`src/hw/rtl/dbrd_pkg.sv`:
```
// ----------------------------------------------------------------------------
// dbrd_pkg
// Shared constants, register map and types of the delta block raw decoder.
// ----------------------------------------------------------------------------
package dbrd_pkg;

  localparam int unsigned MaxWidth    = 8192;
  localparam int unsigned MaxRows     = 8192;
  localparam int unsigned BlockPixels = 16;
  localparam int unsigned GroupCols   = 32;
  localparam int unsigned MaxGroups   = MaxWidth / GroupCols;

  // Field widths
  localparam int unsigned WordW   = 64;
  localparam int unsigned BlockW  = 2 * WordW;
  localparam int unsigned SampW   = 11;
  localparam int unsigned RawW    = 12;
  localparam int unsigned PixW    = 15;
  localparam int unsigned ColW    = 13;
  localparam int unsigned RowW    = 13;
  localparam int unsigned IdxW    = $clog2(BlockPixels);
  localparam int unsigned ShW     = 3;
  localparam int unsigned GrpCfgW = 9;
  localparam int unsigned RowCfgW = 14;
  localparam int unsigned BirW    = $clog2(2 * MaxGroups);
  localparam int unsigned CntRowW = $clog2(MaxRows);

  // Header layout and delta stream
  localparam int unsigned MaxLsb    = 0;
  localparam int unsigned MinLsb    = 11;
  localparam int unsigned IMaxLsb   = 22;
  localparam int unsigned IMinLsb   = 26;
  localparam int unsigned DeltaBase = 30;
  localparam int unsigned DeltaW    = 7;
  localparam int unsigned DeltaBits = BlockW - DeltaBase;
  localparam int unsigned DeltaIdxW = $clog2(DeltaBits + 1);
  localparam int unsigned RangeW    = 16;
  localparam int unsigned DeltaSpan = 128;
  localparam int unsigned MaxShift  = 4;

  // Linearization curve
  localparam int unsigned CurveKnee   = 2000;
  localparam int unsigned CurveOffset = 12000;

  // Configuration port
  localparam int unsigned NumRegs = 3;
  localparam int unsigned DataW   = 32;
  localparam int unsigned PaddrW  = $clog2(4 * NumRegs);
  localparam int unsigned RegIdxW = PaddrW - 2;

  localparam logic [RegIdxW-1:0] RegGroupsPerRow = RegIdxW'(0);
  localparam logic [RegIdxW-1:0] RegRowsPerImage = RegIdxW'(1);
  localparam logic [RegIdxW-1:0] RegApplyCurve   = RegIdxW'(2);

  localparam int unsigned QueueDepth = 2;
  localparam int unsigned QPtrW      = $clog2(QueueDepth);
  localparam int unsigned QCntW      = $clog2(QueueDepth + 1);

  typedef struct packed {
    logic [GrpCfgW-1:0] groups_per_row;
    logic [RowCfgW-1:0] rows_per_image;
    logic               apply_curve;
  } cfg_t;

  // One classified block, handed from the front end to the back end
  typedef struct packed {
    logic [DeltaBits-1:0] deltas;
    logic [SampW-1:0]     mx;
    logic [SampW-1:0]     mn;
    logic [IdxW-1:0]      imax;
    logic [IdxW-1:0]      imin;
    logic [ShW-1:0]       sh;
    logic [ColW-1:0]      base_col;
    logic [RowW-1:0]      row;
    logic                 img_end;
  } desc_t;

endpackage

```
`src/hw/rtl/dbrd_if.sv`:
```
// ----------------------------------------------------------------------------
// dbrd_if
// Valid/ready channels: compressed blocks in, decoded pixels out.
// ----------------------------------------------------------------------------
interface dbrd_blk_if;
  import dbrd_pkg::*;

  logic             valid;
  logic             ready;
  logic [WordW-1:0] block_low;
  logic [WordW-1:0] block_high;

  modport source (output valid, output block_low, output block_high, input ready);
  modport sink (input valid, input block_low, input block_high, output ready);
endinterface

interface dbrd_pix_if;
  import dbrd_pkg::*;

  logic            valid;
  logic            ready;
  logic [PixW-1:0] pixel_value;
  logic [ColW-1:0] column;
  logic [RowW-1:0] row;
  logic            last_of_block;
  logic            last_of_image;

  modport source (
    output valid, output pixel_value, output column, output row,
    output last_of_block, output last_of_image, input ready
  );
  modport sink (
    input valid, input pixel_value, input column, input row,
    input last_of_block, input last_of_image, output ready
  );
endinterface

```
`src/hw/rtl/dbrd_front.sv`:
```
// ----------------------------------------------------------------------------
// dbrd_front
// Accepts a block, splits the header, picks the shift and tags the block
// with its column base, row and end-of-image flag.
// ----------------------------------------------------------------------------
module dbrd_front (
  input  logic           clk_i,
  input  logic           rst_ni,
  input  dbrd_pkg::cfg_t cfg_i,
  dbrd_blk_if.sink       in_i,
  input  logic           full_i,
  output logic           push_o,
  output dbrd_pkg::desc_t desc_o
);
  import dbrd_pkg::*;

  logic [BirW-1:0]    bir_q, bir_d;
  logic [CntRowW-1:0] row_q, row_d;

  logic [SampW-1:0]  mx, mn;
  logic [RangeW-1:0] range;
  logic [ShW-1:0]    sh;
  logic [BirW-1:0]   eff_groups;
  logic [BirW-1:0]   last_block;
  logic [CntRowW-1:0] last_row;
  logic              row_end, img_end;

  assign in_i.ready = !full_i;
  assign push_o     = in_i.valid && !full_i;

  assign mx    = in_i.block_low[MaxLsb +: SampW];
  assign mn    = in_i.block_low[MinLsb +: SampW];
  assign range = RangeW'(mx) - RangeW'(mn);

  // Least shift whose span covers the range; a wrapped range lands on the top
  always_comb begin
    sh = ShW'(MaxShift);
    for (int n = MaxShift - 1; n >= 0; n--) begin
      if (range < RangeW'(DeltaSpan << n)) sh = ShW'(n);
    end
  end

  always_comb begin
    if (cfg_i.groups_per_row == '0) begin
      eff_groups = BirW'(1);
    end else if (32'(cfg_i.groups_per_row) > MaxGroups) begin
      eff_groups = BirW'(MaxGroups);
    end else begin
      eff_groups = BirW'(cfg_i.groups_per_row);
    end
    last_block = BirW'(({1'b0, eff_groups} << 1) - 1'b1);

    if (cfg_i.rows_per_image == '0) begin
      last_row = '0;
    end else if (32'(cfg_i.rows_per_image) > MaxRows) begin
      last_row = CntRowW'(MaxRows - 1);
    end else begin
      last_row = CntRowW'(cfg_i.rows_per_image - 1'b1);
    end
  end

  assign row_end = bir_q >= last_block;
  assign img_end = row_end && (row_q >= last_row);

  always_comb begin
    desc_o.deltas   = {in_i.block_high, in_i.block_low[WordW-1:DeltaBase]};
    desc_o.mx       = mx;
    desc_o.mn       = mn;
    desc_o.imax     = in_i.block_low[IMaxLsb +: IdxW];
    desc_o.imin     = in_i.block_low[IMinLsb +: IdxW];
    desc_o.sh       = sh;
    // Even block of a pair takes even columns, odd block the odd ones
    desc_o.base_col = ColW'({bir_q[BirW-1:1], 4'b0000, bir_q[0]});
    desc_o.row      = RowW'(row_q);
    desc_o.img_end  = img_end;
  end

  always_comb begin
    bir_d = bir_q;
    row_d = row_q;
    if (push_o) begin
      if (row_end) begin
        bir_d = '0;
        row_d = img_end ? '0 : row_q + 1'b1;
      end else begin
        bir_d = bir_q + 1'b1;
      end
    end
  end

  always_ff @(posedge clk_i or negedge rst_ni) begin
    if (!rst_ni) begin
      bir_q <= '0;
      row_q <= '0;
    end else begin
      bir_q <= bir_d;
      row_q <= row_d;
    end
  end

endmodule

```
`src/hw/rtl/dbrd_queue.sv`:
```
// ----------------------------------------------------------------------------
// dbrd_queue
// Two-entry descriptor queue between the front end and the back end.
// ----------------------------------------------------------------------------
module dbrd_queue (
  input  logic            clk_i,
  input  logic            rst_ni,
  input  logic            push_i,
  input  dbrd_pkg::desc_t desc_i,
  output logic            full_o,
  input  logic            pop_i,
  output logic            valid_o,
  output dbrd_pkg::desc_t desc_o
);
  import dbrd_pkg::*;

  desc_t             mem_q [QueueDepth];
  logic [QPtrW-1:0]  wr_ptr_q, rd_ptr_q;
  logic [QCntW-1:0]  cnt_q, cnt_d;

  assign full_o  = cnt_q == QCntW'(QueueDepth);
  assign valid_o = cnt_q != '0;
  assign desc_o  = mem_q[rd_ptr_q];

  always_comb begin
    cnt_d = cnt_q;
    if (push_i && !(pop_i && valid_o)) cnt_d = cnt_q + 1'b1;
    if (!push_i && pop_i && valid_o)   cnt_d = cnt_q - 1'b1;
  end

  always_ff @(posedge clk_i) begin
    if (push_i) mem_q[wr_ptr_q] <= desc_i;
  end

  always_ff @(posedge clk_i or negedge rst_ni) begin
    if (!rst_ni) begin
      wr_ptr_q <= '0;
      rd_ptr_q <= '0;
      cnt_q    <= '0;
    end else begin
      cnt_q <= cnt_d;
      if (push_i) begin
        wr_ptr_q <= (32'(wr_ptr_q) == QueueDepth - 1) ? '0 : wr_ptr_q + 1'b1;
      end
      if (pop_i && valid_o) begin
        rd_ptr_q <= (32'(rd_ptr_q) == QueueDepth - 1) ? '0 : rd_ptr_q + 1'b1;
      end
    end
  end

endmodule

```
`src/hw/rtl/dbrd_back.sv`:
```
// ----------------------------------------------------------------------------
// dbrd_back
// Steps through the sixteen pixels of the current block, one per cycle while
// the output does not stall, and drives the registered pixel channel.
// ----------------------------------------------------------------------------
module dbrd_back (
  input  logic            clk_i,
  input  logic            rst_ni,
  input  logic            apply_curve_i,
  input  logic            q_valid_i,
  input  dbrd_pkg::desc_t q_desc_i,
  output logic            pop_o,
  dbrd_pix_if.source      out_o
);
  import dbrd_pkg::*;

  logic                active_q;
  desc_t               cur_q;
  logic [IdxW-1:0]     emit_q;
  logic [IdxW-1:0]     dcnt_q;
  logic                out_valid_q;
  logic [PixW-1:0]     pix_q;
  logic [ColW-1:0]     col_q;
  logic [RowW-1:0]     row_q;
  logic                lob_q, loi_q;

  logic                adv, last_pix, special;
  logic [DeltaIdxW-1:0] dpos;
  logic [DeltaBits+DeltaW-1:0] dsrc;
  logic [DeltaW-1:0]   delta;
  logic [RawW-1:0]     raw;
  logic [PixW-1:0]     pix;

  assign adv      = active_q && (!out_valid_q || out_o.ready);
  assign last_pix = emit_q == IdxW'(BlockPixels - 1);
  assign pop_o    = q_valid_i && (!active_q || (adv && last_pix));
  assign special  = (emit_q == cur_q.imax) || (emit_q == cur_q.imin);

  // Delta bits past the end of the block read as zero
  assign dsrc  = {{DeltaW{1'b0}}, cur_q.deltas};
  assign dpos  = DeltaIdxW'(({3'b000, dcnt_q} << 3) - {3'b000, dcnt_q});
  assign delta = dsrc[dpos +: DeltaW];

  always_comb begin
    if (emit_q == cur_q.imax) begin
      raw = RawW'(cur_q.mx);
    end else if (emit_q == cur_q.imin) begin
      raw = RawW'(cur_q.mn);
    end else begin
      raw = RawW'(delta) << cur_q.sh;
      raw = raw + RawW'(cur_q.mn);
    end
  end

  always_comb begin
    if (!apply_curve_i) begin
      pix = PixW'(raw);
    end else if (raw < RawW'(CurveKnee)) begin
      pix = PixW'({raw, 1'b0});
    end else begin
      pix = PixW'({raw, 3'b000}) - PixW'(CurveOffset);
    end
  end

  always_ff @(posedge clk_i or negedge rst_ni) begin
    if (!rst_ni) begin
      active_q    <= 1'b0;
      emit_q      <= '0;
      dcnt_q      <= '0;
      out_valid_q <= 1'b0;
    end else begin
      if (pop_o) begin
        active_q <= 1'b1;
        emit_q   <= '0;
        dcnt_q   <= '0;
      end else if (adv && last_pix) begin
        active_q <= 1'b0;
      end else if (adv) begin
        emit_q <= emit_q + 1'b1;
        if (!special) dcnt_q <= dcnt_q + 1'b1;
      end

      if (adv) begin
        out_valid_q <= 1'b1;
      end else if (out_o.ready) begin
        out_valid_q <= 1'b0;
      end
    end
  end

  always_ff @(posedge clk_i) begin
    if (pop_o) cur_q <= q_desc_i;
    if (adv) begin
      pix_q <= pix;
      col_q <= cur_q.base_col + ColW'({emit_q, 1'b0});
      row_q <= cur_q.row;
      lob_q <= last_pix;
      loi_q <= last_pix && cur_q.img_end;
    end
  end

  assign out_o.valid         = out_valid_q;
  assign out_o.pixel_value   = pix_q;
  assign out_o.column        = col_q;
  assign out_o.row           = row_q;
  assign out_o.last_of_block = lob_q;
  assign out_o.last_of_image = loi_q;

endmodule

```
`src/hw/rtl/delta_block_raw_decoder_top.sv`:
```
// ----------------------------------------------------------------------------
// delta_block_raw_decoder_top
// Decodes 16-byte delta-coded raw blocks into sixteen tagged pixels each.
// ----------------------------------------------------------------------------
//  channel  dir  width  carries
//  in_i     in   128    block_low, block_high: one compressed block
//  out_o    out  43     pixel_value, column, row, last_of_block, last_of_image
//  apb      in   4/32   groups_per_row, rows_per_image, apply_curve
//
//  The back end emits one pixel per cycle, while the output is not stalled,
//  from its sixteen-step emit counter, through a registered pixel output.
//  A two-entry queue lets the input take blocks while the output stalls.
//  Reset clears counters and queue and loads the register reset values.
// ----------------------------------------------------------------------------
module delta_block_raw_decoder_top (
  input  logic                       clk_i,
  input  logic                       rst_ni,
  dbrd_blk_if.sink                   in_i,
  dbrd_pix_if.source                 out_o,
  input  logic                       psel,
  input  logic                       penable,
  input  logic                       pwrite,
  input  logic [dbrd_pkg::PaddrW-1:0] paddr,
  input  logic [dbrd_pkg::DataW-1:0]  pwdata,
  output logic [dbrd_pkg::DataW-1:0]  prdata,
  output logic                       pready
);
  import dbrd_pkg::*;

  cfg_t             cfg_q;
  logic [RegIdxW-1:0] reg_idx;
  logic             wr_en;

  logic  push, full, pop, q_valid;
  desc_t f_desc, q_desc;

  assign pready  = 1'b1;
  assign reg_idx = paddr[PaddrW-1:2];
  assign wr_en   = psel && penable && pwrite;

  always_ff @(posedge clk_i or negedge rst_ni) begin
    if (!rst_ni) begin
      cfg_q.groups_per_row <= GrpCfgW'(123);
      cfg_q.rows_per_image <= RowCfgW'(1);
      cfg_q.apply_curve    <= 1'b1;
    end else if (wr_en) begin
      unique case (reg_idx)
        RegGroupsPerRow: cfg_q.groups_per_row <= pwdata[GrpCfgW-1:0];
        RegRowsPerImage: cfg_q.rows_per_image <= pwdata[RowCfgW-1:0];
        RegApplyCurve:   cfg_q.apply_curve    <= pwdata[0];
        default: ;
      endcase
    end
  end

  always_comb begin
    unique case (reg_idx)
      RegGroupsPerRow: prdata = DataW'(cfg_q.groups_per_row);
      RegRowsPerImage: prdata = DataW'(cfg_q.rows_per_image);
      RegApplyCurve:   prdata = DataW'(cfg_q.apply_curve);
      default:         prdata = '0;
    endcase
  end

  dbrd_front u_front (
    .clk_i  (clk_i),
    .rst_ni (rst_ni),
    .cfg_i  (cfg_q),
    .in_i   (in_i),
    .full_i (full),
    .push_o (push),
    .desc_o (f_desc)
  );

  dbrd_queue u_queue (
    .clk_i   (clk_i),
    .rst_ni  (rst_ni),
    .push_i  (push),
    .desc_i  (f_desc),
    .full_o  (full),
    .pop_i   (pop),
    .valid_o (q_valid),
    .desc_o  (q_desc)
  );

  dbrd_back u_back (
    .clk_i         (clk_i),
    .rst_ni        (rst_ni),
    .apply_curve_i (cfg_q.apply_curve),
    .q_valid_i     (q_valid),
    .q_desc_i      (q_desc),
    .pop_o         (pop),
    .out_o         (out_o)
  );

endmodule

```
`src/flat_wrapper.sv`:
```
// flat-port wrapper written by rule: the top's interface ports become plain ports
module delta_block_raw_decoder_top_flat import dbrd_pkg::*;
  (clk_i, rst_ni, psel, penable, pwrite, paddr, pwdata, prdata, pready, in_i_valid, in_i_block_low, in_i_block_high, in_i_ready, out_o_valid, out_o_pixel_value, out_o_column, out_o_row, out_o_last_of_block, out_o_last_of_image, out_o_ready);
  dbrd_blk_if in_i_i ();
  dbrd_pix_if out_o_i ();
  input  logic clk_i;
  input  logic rst_ni;
  input  logic psel;
  input  logic penable;
  input  logic pwrite;
  input  logic [dbrd_pkg::PaddrW-1:0] paddr;
  input  logic [dbrd_pkg::DataW-1:0] pwdata;
  output logic [dbrd_pkg::DataW-1:0] prdata;
  output logic pready;
  input wire logic [$bits(in_i_i.valid)-1:0] in_i_valid;
  input wire logic [$bits(in_i_i.block_low)-1:0] in_i_block_low;
  input wire logic [$bits(in_i_i.block_high)-1:0] in_i_block_high;
  output wire logic [$bits(in_i_i.ready)-1:0] in_i_ready;
  output wire logic [$bits(out_o_i.valid)-1:0] out_o_valid;
  output wire logic [$bits(out_o_i.pixel_value)-1:0] out_o_pixel_value;
  output wire logic [$bits(out_o_i.column)-1:0] out_o_column;
  output wire logic [$bits(out_o_i.row)-1:0] out_o_row;
  output wire logic [$bits(out_o_i.last_of_block)-1:0] out_o_last_of_block;
  output wire logic [$bits(out_o_i.last_of_image)-1:0] out_o_last_of_image;
  input wire logic [$bits(out_o_i.ready)-1:0] out_o_ready;
  assign in_i_i.valid = in_i_valid;
  assign in_i_i.block_low = in_i_block_low;
  assign in_i_i.block_high = in_i_block_high;
  assign in_i_ready = in_i_i.ready;
  assign out_o_valid = out_o_i.valid;
  assign out_o_pixel_value = out_o_i.pixel_value;
  assign out_o_column = out_o_i.column;
  assign out_o_row = out_o_i.row;
  assign out_o_last_of_block = out_o_i.last_of_block;
  assign out_o_last_of_image = out_o_i.last_of_image;
  assign out_o_i.ready = out_o_ready;
  delta_block_raw_decoder_top u_core (.clk_i(clk_i), .rst_ni(rst_ni), .in_i(in_i_i), .out_o(out_o_i), .psel(psel), .penable(penable), .pwrite(pwrite), .paddr(paddr), .pwdata(pwdata), .prdata(prdata), .pready(pready));
endmodule
```
`config.mk`:
```
export PLATFORM = sky130hd
export DESIGN_NAME = delta_block_raw_decoder_top_flat
export DESIGN_NICKNAME = d
export VERILOG_FILES = /design/src/hw/rtl/dbrd_pkg.sv /design/src/hw/rtl/dbrd_if.sv /design/src/hw/rtl/dbrd_front.sv /design/src/hw/rtl/dbrd_queue.sv /design/src/hw/rtl/dbrd_back.sv /design/src/hw/rtl/delta_block_raw_decoder_top.sv /design/src/flat_wrapper.sv
export SDC_FILE = /design/constraint.sdc
export NUM_CORES = 1
export LEC_CHECK = 0
export BUFFER_PORTS_ARGS = -buffer_cell sky130_fd_sc_hd__buf_2
export CORE_ASPECT_RATIO = 1.2
export CORE_MARGIN = 10
export CORE_UTILIZATION = 45
export CTS_CLUSTER_SIZE = 10
export DETAILED_ROUTE_END_ITERATION = 12
export PLACE_DENSITY = 0.72
export SYNTH_ARGS = -nofsm -noshare
export SYNTH_HDL_FRONTEND = slang
export SYNTH_SLANG_ARGS = --single-unit
```
`constraint.sdc`:
```
create_clock -name clk_i -period 9.44 [get_ports clk_i]
set_clock_uncertainty 0.05 [all_clocks]
set_input_delay 1.888 -clock clk_i [delete_from_list [all_inputs] [get_ports clk_i]]
set_output_delay 1.888 -clock clk_i [all_outputs]
set_load 0.03 [all_outputs]
```
==> impl_summary.txt <==
----------------------------------------------------
[Pwr]
  Max IR drop VDD ... 0.294 mV
  Comb power frac ... 0.469
  Part of the power in registers ... 0.327
  Pleak ... 10.9 nW
  Fraction of power spent switching nets ... 0.368
  Net Switching ... 4.19 mW
  Clock Power Share ... 0.204
  Power density relative to cell area ... 374 nW/um^2
  Internal portion of total power ... 7.21 mW

[Synthesis]
  #FFs+latches synth ... 565
  Proportion of netlist area held by the largest area contributor ... 0.568
  Dominant cell by count in the synthesized netlist ... sky130_fd_sc_hd__edfxtp_1
  Post-synth cell types ... 78
  Number of flops mapped to enable cells by yosys ... about 510
  Number of instances in the synthesized netlist ... 1691
  Largest area contributor in the netlist ... sky130_fd_sc_hd__edfxtp_1
  Cell area after synthesis ... 26700 um^2
  Leading register cell type out of synthesis ... sky130_fd_sc_hd__edfxtp_1
  Area contributors post-synth ... sky130_fd_sc_hd__edfxtp_1 (57%), sky130_fd_sc_hd__mux4_2 (11%), sky130_fd_sc_hd__mux2_2 (7.4%)
  Share of the yosys chip area belonging to registers ... 0.625
  Yosys warning count ... 0
  Fraction of synthesis flops using an asynchronous set or reset pin ... 0.106
  Mean Syn Cell Area ... 15.8 um^2
  Top post-synthesis cells by count ... sky130_fd_sc_hd__edfxtp_1 (505), sky130_fd_sc_hd__mux2_2 (175), sky130_fd_sc_hd__mux4_2 (125), sky130_fd_sc_hd__nand2_1 (93), sky130_fd_sc_hd__nor2_1 (78)

[CTS]
  CTS Hold Bufs ... 0
  TritonCTS clock tree ... done
  Post-CTS sizing ... 0
  Clock Tree Root ... sky130_fd_sc_hd__clkbuf_16
  Maximum level of the CTS H-tree ... 3
  Sinks on the clock net ... 565
  Number of buffers inserted to repair setup after CTS ... 0
  Maximum number of buffers from clock root to sink ... 3
  Clk Latency, worst-skew pair ... 0.60 ns
  Clock-pin slew of the registers on the worst-case setup and hold paths ... 0.06 ns
  Clock buffers created by TritonCTS ... between 60 and 70

[Routing]
  Residual DRC count ... 0
  Wirelength, routed ... 57500 um
  Routed length per instance ... 21.0 um
  Count of routing violations after the opening detailed-route iteration ... 979
  Count of nets left with antenna violations after detail routing ... 0
  Vias per cell ... 5.59
  Detailed Routing Iterations Pass 1 ... 5
  Vias post-DR ... roughly 15000

[Setup path]
  Worst reg-to-reg setup slack ... 1.28 ns
  Cell-by-cell listing of the critical path ... inv_1, ha_4, buf_12, mux4_2, mux4_2, nand2_1, nand3_1, a31oi_1, mux2i_1, nor3b_1, ha_1, a21o_1, a21oi_1, o211ai_1, a211oi_1, xor2_1, o211ai_1, o21ai_1, nor4b_2, o21ai_0, o221ai_1
  Worst endpoint required time ... 9.82 ns
  Kind of capture point of the worst setup path ... flip-flop
  Delay of the slowest cell on the worst path ... 0.84 ns
  Arrival time of the worst setup path ... 8.54 ns
  Kind of launch point of the worst setup path ... flip-flop
  Maximum fanout along the worst path ... 61
  Startpoint-to-endpoint class of the critical path ... reg -> reg
  Cell with the largest stage delay on the worst path ... sky130_fd_sc_hd__dfrtp_4

[Min path]
  Min-delay worst type ... reg -> reg

[STA]
  Final worst path period share ... 0.864
  Worst Hold Margin ... roughly 0.37 ns
  Unrepaired setup endpoints after global routing ... false
  Setup-failing EPs final ... 0
  Achievable Freq ... between 100 and 150 MHz
  Total Negative Setup Slacks ... 0 ns
  Final min period ... between 8 and 9 ns
  Number of pins with negative max-slew slack in the final report ... 0
  Final worst-path setup slack ... 1.28 ns
  Slew @ Worst Pin ... 1.26 ns
  Tightest slew margin relative to the limit ... 0.163
  Number of failing hold endpoints at the final stage ... 0

[GRT]
  Vias in the first global route ... about 16000
  GR Overflow Total ... 0
  Initial antenna violation count ... 9
  Pin count of the biggest net entering global routing ... 155
  Wire length of the first global-routing pass ... 90500 um
  Global router's overall resource usage ... 0.164

[Floorplanning]
  Initial Util ... 0.455
  CORE AREA ... between 50000 and 60000 um^2
  Die H ... 287 um
  Overall die area ... 69500 um^2
  Rows ... slightly below 100
  Die outline width ... 242 um
  I/O Pins ... roughly 250

[Cells and area]
  Final-stage net count ... 2125
  Share of the core filled with cells in the final layout ... 0.519
  Layout overhead on the synthesized area ... 14.1%
  Share of cells above drive strength 1 ... 0.334
  Fill cell total of the finished layout ... 4737

[Placed design]
  HPWL after DPL ... 39400 um
  Number of port buffers ... roughly 210
  Setup slack at placement ... between 0.8 and 0.9 ns
  Global placer's final weighted congestion ... 0.883

[Run status]
  Result of the run ... complete, no violations

[Run]
  Number of maximum-capacitance violations ... 0

----------------------------------------------------
## cell usage in the layout (no fill, tap or decap), types with 9 or more instances in the layout
| master | Yosys | final |
|---|---|---|
| sky130_fd_sc_hd__inv_1 | 40 | 40 |
| sky130_fd_sc_hd__and2_1 | 14 | 13 |
| sky130_fd_sc_hd__a21oi_1 | 52 | 52 |
| sky130_fd_sc_hd__xor2_1 | 30 | 29 |
| sky130_fd_sc_hd__o21a_1 | 9 | 9 |
| sky130_fd_sc_hd__clkbuf_1 | 51 | 22 |
| sky130_fd_sc_hd__mux2i_1 | 43 | 43 |
| sky130_fd_sc_hd__ha_1 | 51 | 50 |
| sky130_fd_sc_hd__xnor2_1 | 28 | 27 |
| sky130_fd_sc_hd__nand3_1 | 24 | 24 |
| sky130_fd_sc_hd__dfrtp_1 | 52 | 50 |
| sky130_fd_sc_hd__nand2_1 | 93 | 93 |
| sky130_fd_sc_hd__mux4_2 | 125 | 125 |
| sky130_fd_sc_hd__a21o_1 | 20 | 20 |
| sky130_fd_sc_hd__clkbuf_16 | 0 | 71 |
| sky130_fd_sc_hd__edfxtp_1 | 505 | 505 |
| sky130_fd_sc_hd__o22ai_1 | 11 | 11 |
| sky130_fd_sc_hd__a31oi_1 | 9 | 9 |
| sky130_fd_sc_hd__mux2_2 | 175 | 175 |
| sky130_fd_sc_hd__nor2_1 | 78 | 76 |
| sky130_fd_sc_hd__nand4_1 | 17 | 17 |
| sky130_fd_sc_hd__nor3_1 | 30 | 29 |
| sky130_fd_sc_hd__o21ai_0 | 39 | 39 |
| sky130_fd_sc_hd__buf_4 | 27 | 16 |
| sky130_fd_sc_hd__nor2b_1 | 9 | 9 |
| sky130_fd_sc_hd__buf_2 | 18 | 209 |
| sky130_fd_sc_hd__conb_1 | 2 | 19 |
| sky130_fd_sc_hd__nand2b_1 | 15 | 15 |
## stage by stage
step / std cells / power (mW) / instance area, um^2
after floorplan: 1708 / 7.98 / 26700
after global placement: 2624 / 8.95 / 28500
after detailed placement: 2624 / 9.08 / 28500
after CTS: 2727 / 11.5 / 30400
after global routing: 2733 / 12.1 / 30400
final: 2734 / 11.4 / 30500
## logic make-up after synthesis
logic type               count (synthesis)  synth area share
flip-flops                             565             0.625
multiplexers                           343             0.195
AND/OR/NAND/NOR                        324            0.0585
AO/OA/AOI/OAI                          201            0.0506
buffers and inverters                  145            0.0262
XOR/XNOR                                58            0.0190
adder cells (fa/ha/maj)                 53            0.0250
other                                    2          0.000281
## power by group through the flow
stage,logic [mW],registers [mW],clock network [mW]
finish,5.34,3.73,2.32
global route,5.79,3.79,2.48
CTS,5.35,3.73,2.38
detailed placement,5.30,3.78,0
global placement,5.20,3.75,0
floorplan,4.21,3.77,0
## critical path: cells and delay by family, from the launching register on
family	cells	cell delay, ns
compound gates	9	2.60
mux	3	1.33
simple gates	4	1.20
fa+ha+maj	2	0.98
flops	1	0.84
buf+inv	2	0.77
xor+xnor	1	0.14
## registers in the layout, indices dropped and copies added, names as in the netlist, 2 cells and up
register,cells
u_core.u_queue.cnt_q,2
u_core.u_back.out_o.column,13
u_core.u_queue.mem_q,308
u_core.u_back.out_o.pixel_value,15
u_core.u_front.bir_q,9
u_core.u_back.out_o.row,13
u_core.u_back.emit_q,4
u_core.u_back.dcnt_q,4
u_core.cfg_q,24
u_core.u_front.row_q,13
u_core.u_back.cur_q,154
## metal layers
metal	vias up	GRT usage	part of all wire
met2	435	0.287	0.53
li1	7023	-	-
met3	91	0.0322	0.047
met5	-	0	0.00047
met1	7722	0.198	0.40
met4	6	0.0607	0.022
## path summary, 6_finish.rpt
kind / end / startpoint / cells after the start
max reg2reg: u_core.u_back.out_o.pixel_value[3] / u_core.u_back.dcnt_q[0] / 21
min reg2reg: u_core.u_back.out_o.column[10] / u_core.u_back.cur_q[24] / 0
min in group asynchronous: u_core.cfg_q[22] / rst_ni / 2
max in group asynchronous: u_core.u_back.dcnt_q[0] / rst_ni / 2
max: u_core.u_back.out_o.pixel_value[3] / u_core.u_back.dcnt_q[0] / 21
min: u_core.u_back.out_o.column[10] / u_core.u_back.cur_q[24] / 0
## layout make-up
type,count,area [um^2],area share
clock buffers,94,1870,0.0615
clock inverters,9,75.1,0.00247
inverters,42,158,0.00518
well taps,792,991,0.0325
diodes,7,17.5,0.000575
repair buffers,227,1210,0.0396
flip-flops and latches,565,16700,0.548
multi-input cells,998,9450,0.310
Note: power is estimated with default switching activity, not from simulation.
